===== src/rtl/puct_child_select_assert.svh =====
// assertion macros used by the child selection back end
`ifndef PUCT_CHILD_SELECT_ASSERT_SVH
`define PUCT_CHILD_SELECT_ASSERT_SVH

// same-cycle implication, checked out of reset
`define PCS_ASSERT_NOW(lbl, ante, cons) \
  lbl: assert property (@(posedge clk_i) disable iff (!rst_ni) (ante) |-> (cons)) \
    else $error("pcs check failed");

// next-cycle implication, checked out of reset
`define PCS_ASSERT_NEXT(lbl, ante, cons) \
  lbl: assert property (@(posedge clk_i) disable iff (!rst_ni) (ante) |=> (cons)) \
    else $error("pcs check failed");

`endif


===== src/rtl/pcs_pkg.sv =====
// types and constants of the puct child selection block
package pcs_pkg;

  // widest position / count carried in a queued word
  localparam int unsigned POS_W   = 9;
  localparam int unsigned SCORE_W = 30;
  localparam logic signed [SCORE_W-1:0] SCORE_MAX = 30'sd268435455;

  // classified child word between front and back
  typedef struct packed {
    logic signed [15:0] value;
    logic [15:0]        prior;
    logic [15:0]        visits;
    logic [15:0]        parent;
    logic               last;
    logic               first;
    logic               over;
    logic               ovf;
    logic [POS_W-1:0]   idx;
    logic [POS_W-1:0]   cnt;
  } item_t;

  // queue status seen by the back end
  typedef struct packed {
    logic empty;
    logic full;
  } q_stat_t;

  typedef enum logic [2:0] {
    ST_IDLE,
    ST_SQRT,
    ST_MUL1,
    ST_MUL2,
    ST_DIV,
    ST_UPD,
    ST_EMIT
  } back_state_e;

endpackage


===== src/rtl/pcs_front.sv =====
// front end: takes child words, tracks group position and classifies them
module pcs_front #(
  parameter int unsigned MAX_CHILDREN = 64,
  parameter int unsigned COUNT_BITS   = 16
) (
  input  logic           clk_i,
  input  logic           rst_ni,
  input  logic           in_valid_i,
  input  logic [63:0]    in_data_i,
  input  logic           in_last_i,
  input  logic           q_full_i,
  output logic           in_ready_o,
  output logic           push_o,
  output pcs_pkg::item_t item_o
);

  localparam int unsigned PW = $clog2(MAX_CHILDREN + 1);
  localparam logic [15:0] VMASK =
    (COUNT_BITS >= 16) ? 16'hFFFF : 16'((32'd1 << COUNT_BITS) - 32'd1);

  logic [PW-1:0] pos_q, pos_d;
  logic          ovf_q, ovf_d;
  logic          over;
  logic [PW-1:0] cnt;

  assign in_ready_o = !q_full_i;
  assign push_o     = in_valid_i && !q_full_i;

  // classify against the running position
  assign over = (pos_q >= PW'(MAX_CHILDREN));
  assign cnt  = over ? pos_q : pos_q + PW'(1);

  always_comb begin
    item_o        = '0;
    item_o.value  = in_data_i[15:0];
    item_o.prior  = in_data_i[31:16];
    item_o.visits = in_data_i[47:32] & VMASK;
    item_o.parent = in_data_i[63:48] & VMASK;
    item_o.last   = in_last_i;
    item_o.first  = (pos_q == '0);
    item_o.over   = over;
    item_o.ovf    = ovf_q || over;
    item_o.idx    = pcs_pkg::POS_W'(pos_q);
    item_o.cnt    = pcs_pkg::POS_W'(cnt);
  end

  // next group position
  always_comb begin
    pos_d = pos_q;
    ovf_d = ovf_q;
    if (push_o) begin
      if (in_last_i) begin
        pos_d = '0;
        ovf_d = 1'b0;
      end else begin
        pos_d = cnt;
        ovf_d = ovf_q || over;
      end
    end
  end

  always_ff @(posedge clk_i or negedge rst_ni) begin
    if (!rst_ni) begin
      pos_q <= '0;
      ovf_q <= 1'b0;
    end else begin
      pos_q <= pos_d;
      ovf_q <= ovf_d;
    end
  end

endmodule


===== src/rtl/pcs_queue.sv =====
// two-word queue between front and back
module pcs_queue (
  input  logic             clk_i,
  input  logic             rst_ni,
  input  logic             push_i,
  input  pcs_pkg::item_t   item_i,
  input  logic             pop_i,
  output pcs_pkg::item_t   item_o,
  output pcs_pkg::q_stat_t stat_o
);

  pcs_pkg::item_t mem_q [2];
  logic           wp_q, rp_q;
  logic [1:0]     cnt_q;

  assign item_o       = mem_q[rp_q];
  assign stat_o.empty = (cnt_q == 2'd0);
  assign stat_o.full  = (cnt_q == 2'd2);

  // payload storage
  always_ff @(posedge clk_i) begin
    if (push_i) begin
      mem_q[wp_q] <= item_i;
    end
  end

  // pointers and fill count
  always_ff @(posedge clk_i or negedge rst_ni) begin
    if (!rst_ni) begin
      wp_q  <= 1'b0;
      rp_q  <= 1'b0;
      cnt_q <= 2'd0;
    end else begin
      if (push_i) wp_q <= !wp_q;
      if (pop_i)  rp_q <= !rp_q;
      cnt_q <= cnt_q + 2'(push_i) - 2'(pop_i);
    end
  end

endmodule


===== src/rtl/pcs_back.sv =====
// back end: square root, scoring, running maximum and result register
module pcs_back (
  input  logic             clk_i,
  input  logic             rst_ni,
  input  logic [15:0]      c_puct_i,
  input  pcs_pkg::item_t   item_i,
  input  pcs_pkg::q_stat_t q_stat_i,
  output logic             pop_o,
  output logic             out_valid_o,
  input  logic             out_ready_i,
  output logic [47:0]      out_data_o,
  output logic             out_ovf_o
);

  localparam int unsigned SW = pcs_pkg::SCORE_W;

  pcs_pkg::back_state_e state_q, state_d;
  pcs_pkg::item_t       cur_q;

  logic [31:0]          sx_q;
  logic [16:0]          srem_q;
  logic [15:0]          root_q;
  logic [4:0]           cyc_q;
  logic [31:0]          p1_q;
  logic [27:0]          num_q;
  logic [16:0]          div_q;
  logic [16:0]          drem_q;
  logic signed [SW-1:0] best_q;
  logic [5:0]           bidx_q;
  logic                 out_valid_q;
  logic [47:0]          out_data_q;
  logic                 out_ovf_q;

  logic [17:0]          s_rem;
  logic [17:0]          s_try;
  logic [17:0]          d_rem;
  logic signed [SW-1:0] sum;
  logic signed [SW-1:0] score;
  logic                 load_out;
  logic [47:0]          p2;

  // square root step: two bits of radicand per cycle
  assign s_rem = {srem_q[15:0], sx_q[31:30]};
  assign s_try = {root_q, 2'b01};
  // divide step: one quotient bit per cycle
  assign d_rem = {drem_q, num_q[27]};
  assign p2    = p1_q * root_q;

  // score of the current child with saturation
  assign sum   = -(SW'(cur_q.value) <<< 1) + SW'(num_q);
  assign score = (sum > pcs_pkg::SCORE_MAX) ? pcs_pkg::SCORE_MAX : sum;

  assign load_out = (state_q == pcs_pkg::ST_EMIT) && (!out_valid_q || out_ready_i);

  // sequencer
  always_comb begin
    state_d = state_q;
    pop_o   = 1'b0;
    unique case (state_q)
      pcs_pkg::ST_IDLE: begin
        if (!q_stat_i.empty) begin
          pop_o = 1'b1;
          if (!item_i.over) begin
            state_d = item_i.first ? pcs_pkg::ST_SQRT : pcs_pkg::ST_MUL1;
          end else if (item_i.last) begin
            state_d = pcs_pkg::ST_EMIT;
          end
        end
      end
      pcs_pkg::ST_SQRT: if (cyc_q == 5'd15) state_d = pcs_pkg::ST_MUL1;
      pcs_pkg::ST_MUL1: state_d = pcs_pkg::ST_MUL2;
      pcs_pkg::ST_MUL2: state_d = pcs_pkg::ST_DIV;
      pcs_pkg::ST_DIV:  if (cyc_q == 5'd27) state_d = pcs_pkg::ST_UPD;
      pcs_pkg::ST_UPD:  state_d = cur_q.last ? pcs_pkg::ST_EMIT : pcs_pkg::ST_IDLE;
      pcs_pkg::ST_EMIT: if (load_out) state_d = pcs_pkg::ST_IDLE;
      default:          state_d = pcs_pkg::ST_IDLE;
    endcase
  end

  always_ff @(posedge clk_i or negedge rst_ni) begin
    if (!rst_ni) begin
      state_q     <= pcs_pkg::ST_IDLE;
      out_valid_q <= 1'b0;
    end else begin
      state_q <= state_d;
      if (load_out) begin
        out_valid_q <= 1'b1;
      end else if (out_ready_i) begin
        out_valid_q <= 1'b0;
      end
    end
  end

  // datapath
  always_ff @(posedge clk_i) begin
    unique case (state_q)
      pcs_pkg::ST_IDLE: begin
        cur_q  <= item_i;
        sx_q   <= {item_i.parent, 16'd0};
        srem_q <= '0;
        cyc_q  <= '0;
        // only a word actually popped may restart the root
        if (!q_stat_i.empty && item_i.first) root_q <= '0;
      end
      pcs_pkg::ST_SQRT: begin
        sx_q  <= {sx_q[29:0], 2'b00};
        cyc_q <= cyc_q + 5'd1;
        if (s_rem >= s_try) begin
          srem_q <= 17'(s_rem - s_try);
          root_q <= {root_q[14:0], 1'b1};
        end else begin
          srem_q <= s_rem[16:0];
          root_q <= {root_q[14:0], 1'b0};
        end
      end
      pcs_pkg::ST_MUL1: begin
        p1_q  <= c_puct_i * cur_q.prior;
        div_q <= 17'(cur_q.visits) + 17'd1;
      end
      pcs_pkg::ST_MUL2: begin
        num_q  <= p2[47:20];
        drem_q <= '0;
        cyc_q  <= '0;
      end
      pcs_pkg::ST_DIV: begin
        cyc_q <= cyc_q + 5'd1;
        if (d_rem >= 18'(div_q)) begin
          drem_q <= 17'(d_rem - 18'(div_q));
          num_q  <= {num_q[26:0], 1'b1};
        end else begin
          drem_q <= d_rem[16:0];
          num_q  <= {num_q[26:0], 1'b0};
        end
      end
      pcs_pkg::ST_UPD: begin
        if (cur_q.first || (score > best_q)) begin
          best_q <= score;
          bidx_q <= cur_q.idx[5:0];
        end
      end
      pcs_pkg::ST_EMIT: begin
        if (load_out) begin
          out_data_q <= {6'd0, cur_q.cnt[6:0], best_q[28:0], bidx_q};
          out_ovf_q  <= cur_q.ovf;
        end
      end
      default: ;
    endcase
  end

  assign out_valid_o = out_valid_q;
  assign out_data_o  = out_data_q;
  assign out_ovf_o   = out_ovf_q;

  `include "puct_child_select_assert.svh"

  `PCS_ASSERT_NOW(a_div_nonzero, state_q == pcs_pkg::ST_DIV, div_q != 17'd0)
  `PCS_ASSERT_NOW(a_sqrt_first, state_q == pcs_pkg::ST_SQRT, cur_q.first)
  `PCS_ASSERT_NEXT(a_load_valid, load_out, out_valid_q)
  `PCS_ASSERT_NOW(a_pop_idle, pop_o, state_q == pcs_pkg::ST_IDLE)

endmodule


===== src/rtl/puct_child_select.sv =====
// top level of the puct child selection block
// Child selection by the PUCT rule. Each input word is one child; tlast marks the
// last child of a group, and the group's first word supplies the parent visit count.
// One result word (best index, score, child count, overflow in tuser) follows each
// group. A front end classifies words into a two-word queue; the back end scores them
// one at a time: two multiply steps, a bit-serial divide by visits plus one and an
// update per child, plus a square root on the first child of each group. Children
// past MAX_CHILDREN are popped without scoring and only set the overflow flag.
module puct_child_select #(
  parameter int unsigned MAX_CHILDREN = 64,
  parameter int unsigned COUNT_BITS   = 16
) (
  input  logic        clk_i,
  input  logic        rst_ni,
  input  logic        cfg_we_i,
  input  logic [15:0] cfg_wdata_i,     // c_puct, Q4.12
  input  logic        s_axis_tvalid_i,
  output logic        s_axis_tready_o,
  input  logic [63:0] s_axis_tdata_i,  // child_value, child_prior, child_visits, parent_visits
  input  logic        s_axis_tlast_i,  // last_child
  output logic        m_axis_tvalid_o,
  input  logic        m_axis_tready_i,
  output logic [47:0] m_axis_tdata_o,  // best_index, best_score, child_count, zero pad
  output logic        m_axis_tuser_o   // overflow
);

  logic [15:0]      c_puct_q;
  logic             push;
  logic             pop;
  pcs_pkg::item_t   f_item;
  pcs_pkg::item_t   q_item;
  pcs_pkg::q_stat_t q_stat;

  // exploration weight register
  always_ff @(posedge clk_i or negedge rst_ni) begin
    if (!rst_ni) begin
      c_puct_q <= 16'd4096;
    end else if (cfg_we_i) begin
      c_puct_q <= cfg_wdata_i;
    end
  end

  pcs_front #(
    .MAX_CHILDREN (MAX_CHILDREN),
    .COUNT_BITS   (COUNT_BITS)
  ) u_front (
    .clk_i      (clk_i),
    .rst_ni     (rst_ni),
    .in_valid_i (s_axis_tvalid_i),
    .in_data_i  (s_axis_tdata_i),
    .in_last_i  (s_axis_tlast_i),
    .q_full_i   (q_stat.full),
    .in_ready_o (s_axis_tready_o),
    .push_o     (push),
    .item_o     (f_item)
  );

  pcs_queue u_queue (
    .clk_i  (clk_i),
    .rst_ni (rst_ni),
    .push_i (push),
    .item_i (f_item),
    .pop_i  (pop),
    .item_o (q_item),
    .stat_o (q_stat)
  );

  pcs_back u_back (
    .clk_i       (clk_i),
    .rst_ni      (rst_ni),
    .c_puct_i    (c_puct_q),
    .item_i      (q_item),
    .q_stat_i    (q_stat),
    .pop_o       (pop),
    .out_valid_o (m_axis_tvalid_o),
    .out_ready_i (m_axis_tready_i),
    .out_data_o  (m_axis_tdata_o),
    .out_ovf_o   (m_axis_tuser_o)
  );

endmodule

===== config.mk =====
export PLATFORM = sky130hd
export DESIGN_NAME = puct_child_select
export DESIGN_NICKNAME = d
export VERILOG_FILES = /design/src/rtl/pcs_pkg.sv /design/src/rtl/pcs_front.sv /design/src/rtl/pcs_queue.sv /design/src/rtl/pcs_back.sv /design/src/rtl/puct_child_select.sv
export VERILOG_INCLUDE_DIRS = /design/src /design/src/rtl
export SDC_FILE = /design/constraint.sdc
export NUM_CORES = 2
export LEC_CHECK = 0
export BUFFER_PORTS_ARGS = -buffer_cell sky130_fd_sc_hd__buf_2
export CORE_MARGIN = 8
export CORE_UTILIZATION = 55
export CTS_CLUSTER_SIZE = 16
export DETAILED_ROUTE_END_ITERATION = 16
export PLACE_DENSITY = 0.72
export SLEW_MARGIN = 20
export SYNTH_ARGS = -nofsm -noshare
export SYNTH_HDL_FRONTEND = slang
export SYNTH_HIERARCHICAL = 1
export SYNTH_SLANG_ARGS = --single-unit

===== constraint.sdc =====
create_clock -name clk_i -period 11.7 [get_ports clk_i]
set_input_delay 1.17 -clock clk_i [delete_from_list [all_inputs] [get_ports clk_i]]
set_output_delay 1.17 -clock clk_i [all_outputs]
set_load 0.1 [all_outputs]

==> flow_summary.ini <==
[critical_path]
cpPeakStageDelay_ns = 0.89
cp_data_arrival_time_ns = 7.96
crit_chain = buf_4, nand2_1, fa_1, fa_1, fa_1, inv_1, fa_1, inv_1, fa_1, fa_1, inv_1, ha_1, a211oi_1, o21ai_1, o22ai_1, o21ai_0, and4_1, nand3b_4, a221oi_4, o221ai_2, xnor2_1, a21oi_1
rrSetupSlack_ns = 4.08
crit_path_frequent_cell = fa_1
reg2reg_to = u_back/num_q[27]
path_delay_family = adder cells
r2r-start = u_back/root_q[11]
worstPathRequired_ns = 12.05
path_buf_inv = 4
crit_path_start_kind = register
reg2reg_depth = 22
cp-end-kind = register
slowest_stage = edfxtp_1
path_max_fanout = 19
crit_type = reg -> reg

[grt]
grt_pass1_wl_um = 163000
overflow = 0
antenna_found_initial = 2
grt_pass1_vias = 31000
grt_max_degree = 56
track_usage = 0.214

[placement]
portBuffers = 130
placed_cells = 5311
placed_area_um2 = 47000
hpwl_um = 75300
dp_slack_ns = 4.15
gp_congestion = 0.905

[clocking]
clkLatencyLatePin_ns = 0.62
cts_tree = built
cts_resized = 0
htreeDepth = 2
cts-buffers-inserted = 50
cts_hold_buf = 0
cts_buffer_depth = 3
cts_sinks = 484
path_clk_slew_ns = 0.07
cts_setup_buffers = 0
root_buffer = clkbuf_16

[min_path]
min_to = u_back/bidx_q[1]
min_path_cells = 0
min-delay-path-class = reg -> reg
holdCritStartpoint = u_back/cur_q[10]

[timing]
fmax_mhz = 131
final_min_period_over_clock_period = 0.651
fin_crit_ns = 7.62
slew_viol_final = 0
setup_slack_ns = 4.08
slew_headroom = 0.334
finalHoldViolCount = 0
skew_ns = 0.0845
setup_viol = 0
rsz0062_at_grt = false
tns_ns = 0
tightest_slew_ns = 1.00

[layout]
instances_no_fill = 5405
syn2layout_area_growth_pct = 6.11
nNetsFinal = 5303
drive_above_1_share = 0.0909
antennaDiodeCount = 0
stdcell_area_um2 = 48700

[routing]
wl_um = 99500
drt_drc_violations_left = 0
drtIter0Drc = 2199
wl_met3_um = 6790
ant_nets = 0
num_vias = 29600
met1_length_um = 42400
highest_layer = met5
dr.pass1.iters = 7
wl_per_cell_um = 18.4
wl_met2_um = 47800
viasPerCell = 5.48

[die]
die_area_um2 = 92900
start_util = 0.552
ios = 137
std_cell_rows = 106
die_height_um = 305
coreArea_um2 = 83200
fp.dieW_um = 305

[yosys]
synth.avg_cell_area_um2 = 10.7
syn_area_um2 = 45900
synthCells = 4300
yosysWarnings = 6

[status]
status = finished clean

[run]
drv_cap = 0
-- metal layers --
layer  track usage  vias up
met3        0.0306      148
li1              -    13600
met4        0.0575        4
met2         0.359     1017
met5             0        -
met1         0.293    14900
-- area by class of cell --
type	instances	area, um^2
clock buffers	58	1300
clock inverters	36	424
fillers	6736	34500
inverters	785	2950
multi-input cells	2798	27400
flip-flops and latches	484	14400
well taps	1080	1350
repair buffers	164	906
-- sequential cells by signal (all words and copies together) (netlist names) --
register            count
c_puct_q               16
u_back/div_q           17
u_back/best_q          30
u_back/sx_q            16
u_queue/cnt_q           2
u_back/p1_q            32
u_back/out_data_o      42
u_queue/wp_q            1
u_front/ovf_q           1
u_back/bidx_q           6
u_back/root_q          16
u_queue/mem_q         162
u_back/srem_q          16
u_back/out_ovf_o        1
u_back/num_q           28
u_queue/rp_q            1
u_front/pos_q           7
u_back/drem_q          17
u_back/cyc_q            5
u_back/state_q          3
u_back/cur_q           64
u_back/out_valid_o      1
-- placed cells by master, fill, tap and decap left out, types with 12 or more instances in the layout --
master / count
a211oi_1: 12
a21o_1: 66
a21oi_1: 108
and2_1: 255
and3_1: 12
buf_2: 130
buf_4: 34
clkbuf_16: 50
dfrtp_1: 30
edfxtp_1: 452
fa_1: 613
ha_1: 321
inv_1: 785
mux2_2: 60
mux2_4: 40
mux2i_1: 25
nand2_1: 654
nand2b_1: 21
nand3_1: 20
nand4_1: 33
nor2_1: 124
nor2b_1: 26
nor3_1: 22
o21a_1: 19
o21ai_0: 67
xnor2_1: 86
xor2_1: 40
-- worst max-delay path by stage --
stage / start / end / slack (ns) / cells after the start
after floorplan: u_back/root_q[9] / u_back/num_q[27] / 5.10 / 25
after global placement: u_back/root_q[15] / u_back/num_q[27] / 4.25 / 22
after detailed placement: u_back/root_q[15] / u_back/num_q[23] / 4.15 / 22
after CTS: u_back/root_q[15] / u_back/num_q[27] / 4.13 / 22
after global routing: u_back/root_q[15] / u_back/num_q[25] / 3.73 / 22
final: u_back/root_q[11] / u_back/num_q[27] / 4.08 / 22
-- metrics by stage --
stage,util,hold WS [ns]
2_1_floorplan,-,0.400
3_3_place_gp,0.565,0.403
3_5_place_dp,0.565,0.406
4_1_cts,0.585,0.417
5_1_grt,0.585,0.416
6_report,0.585,0.416
Power is left out: the tool's default activity adds up to more than one toggle a clock period on the data nets, which glitch-free logic cannot reach.
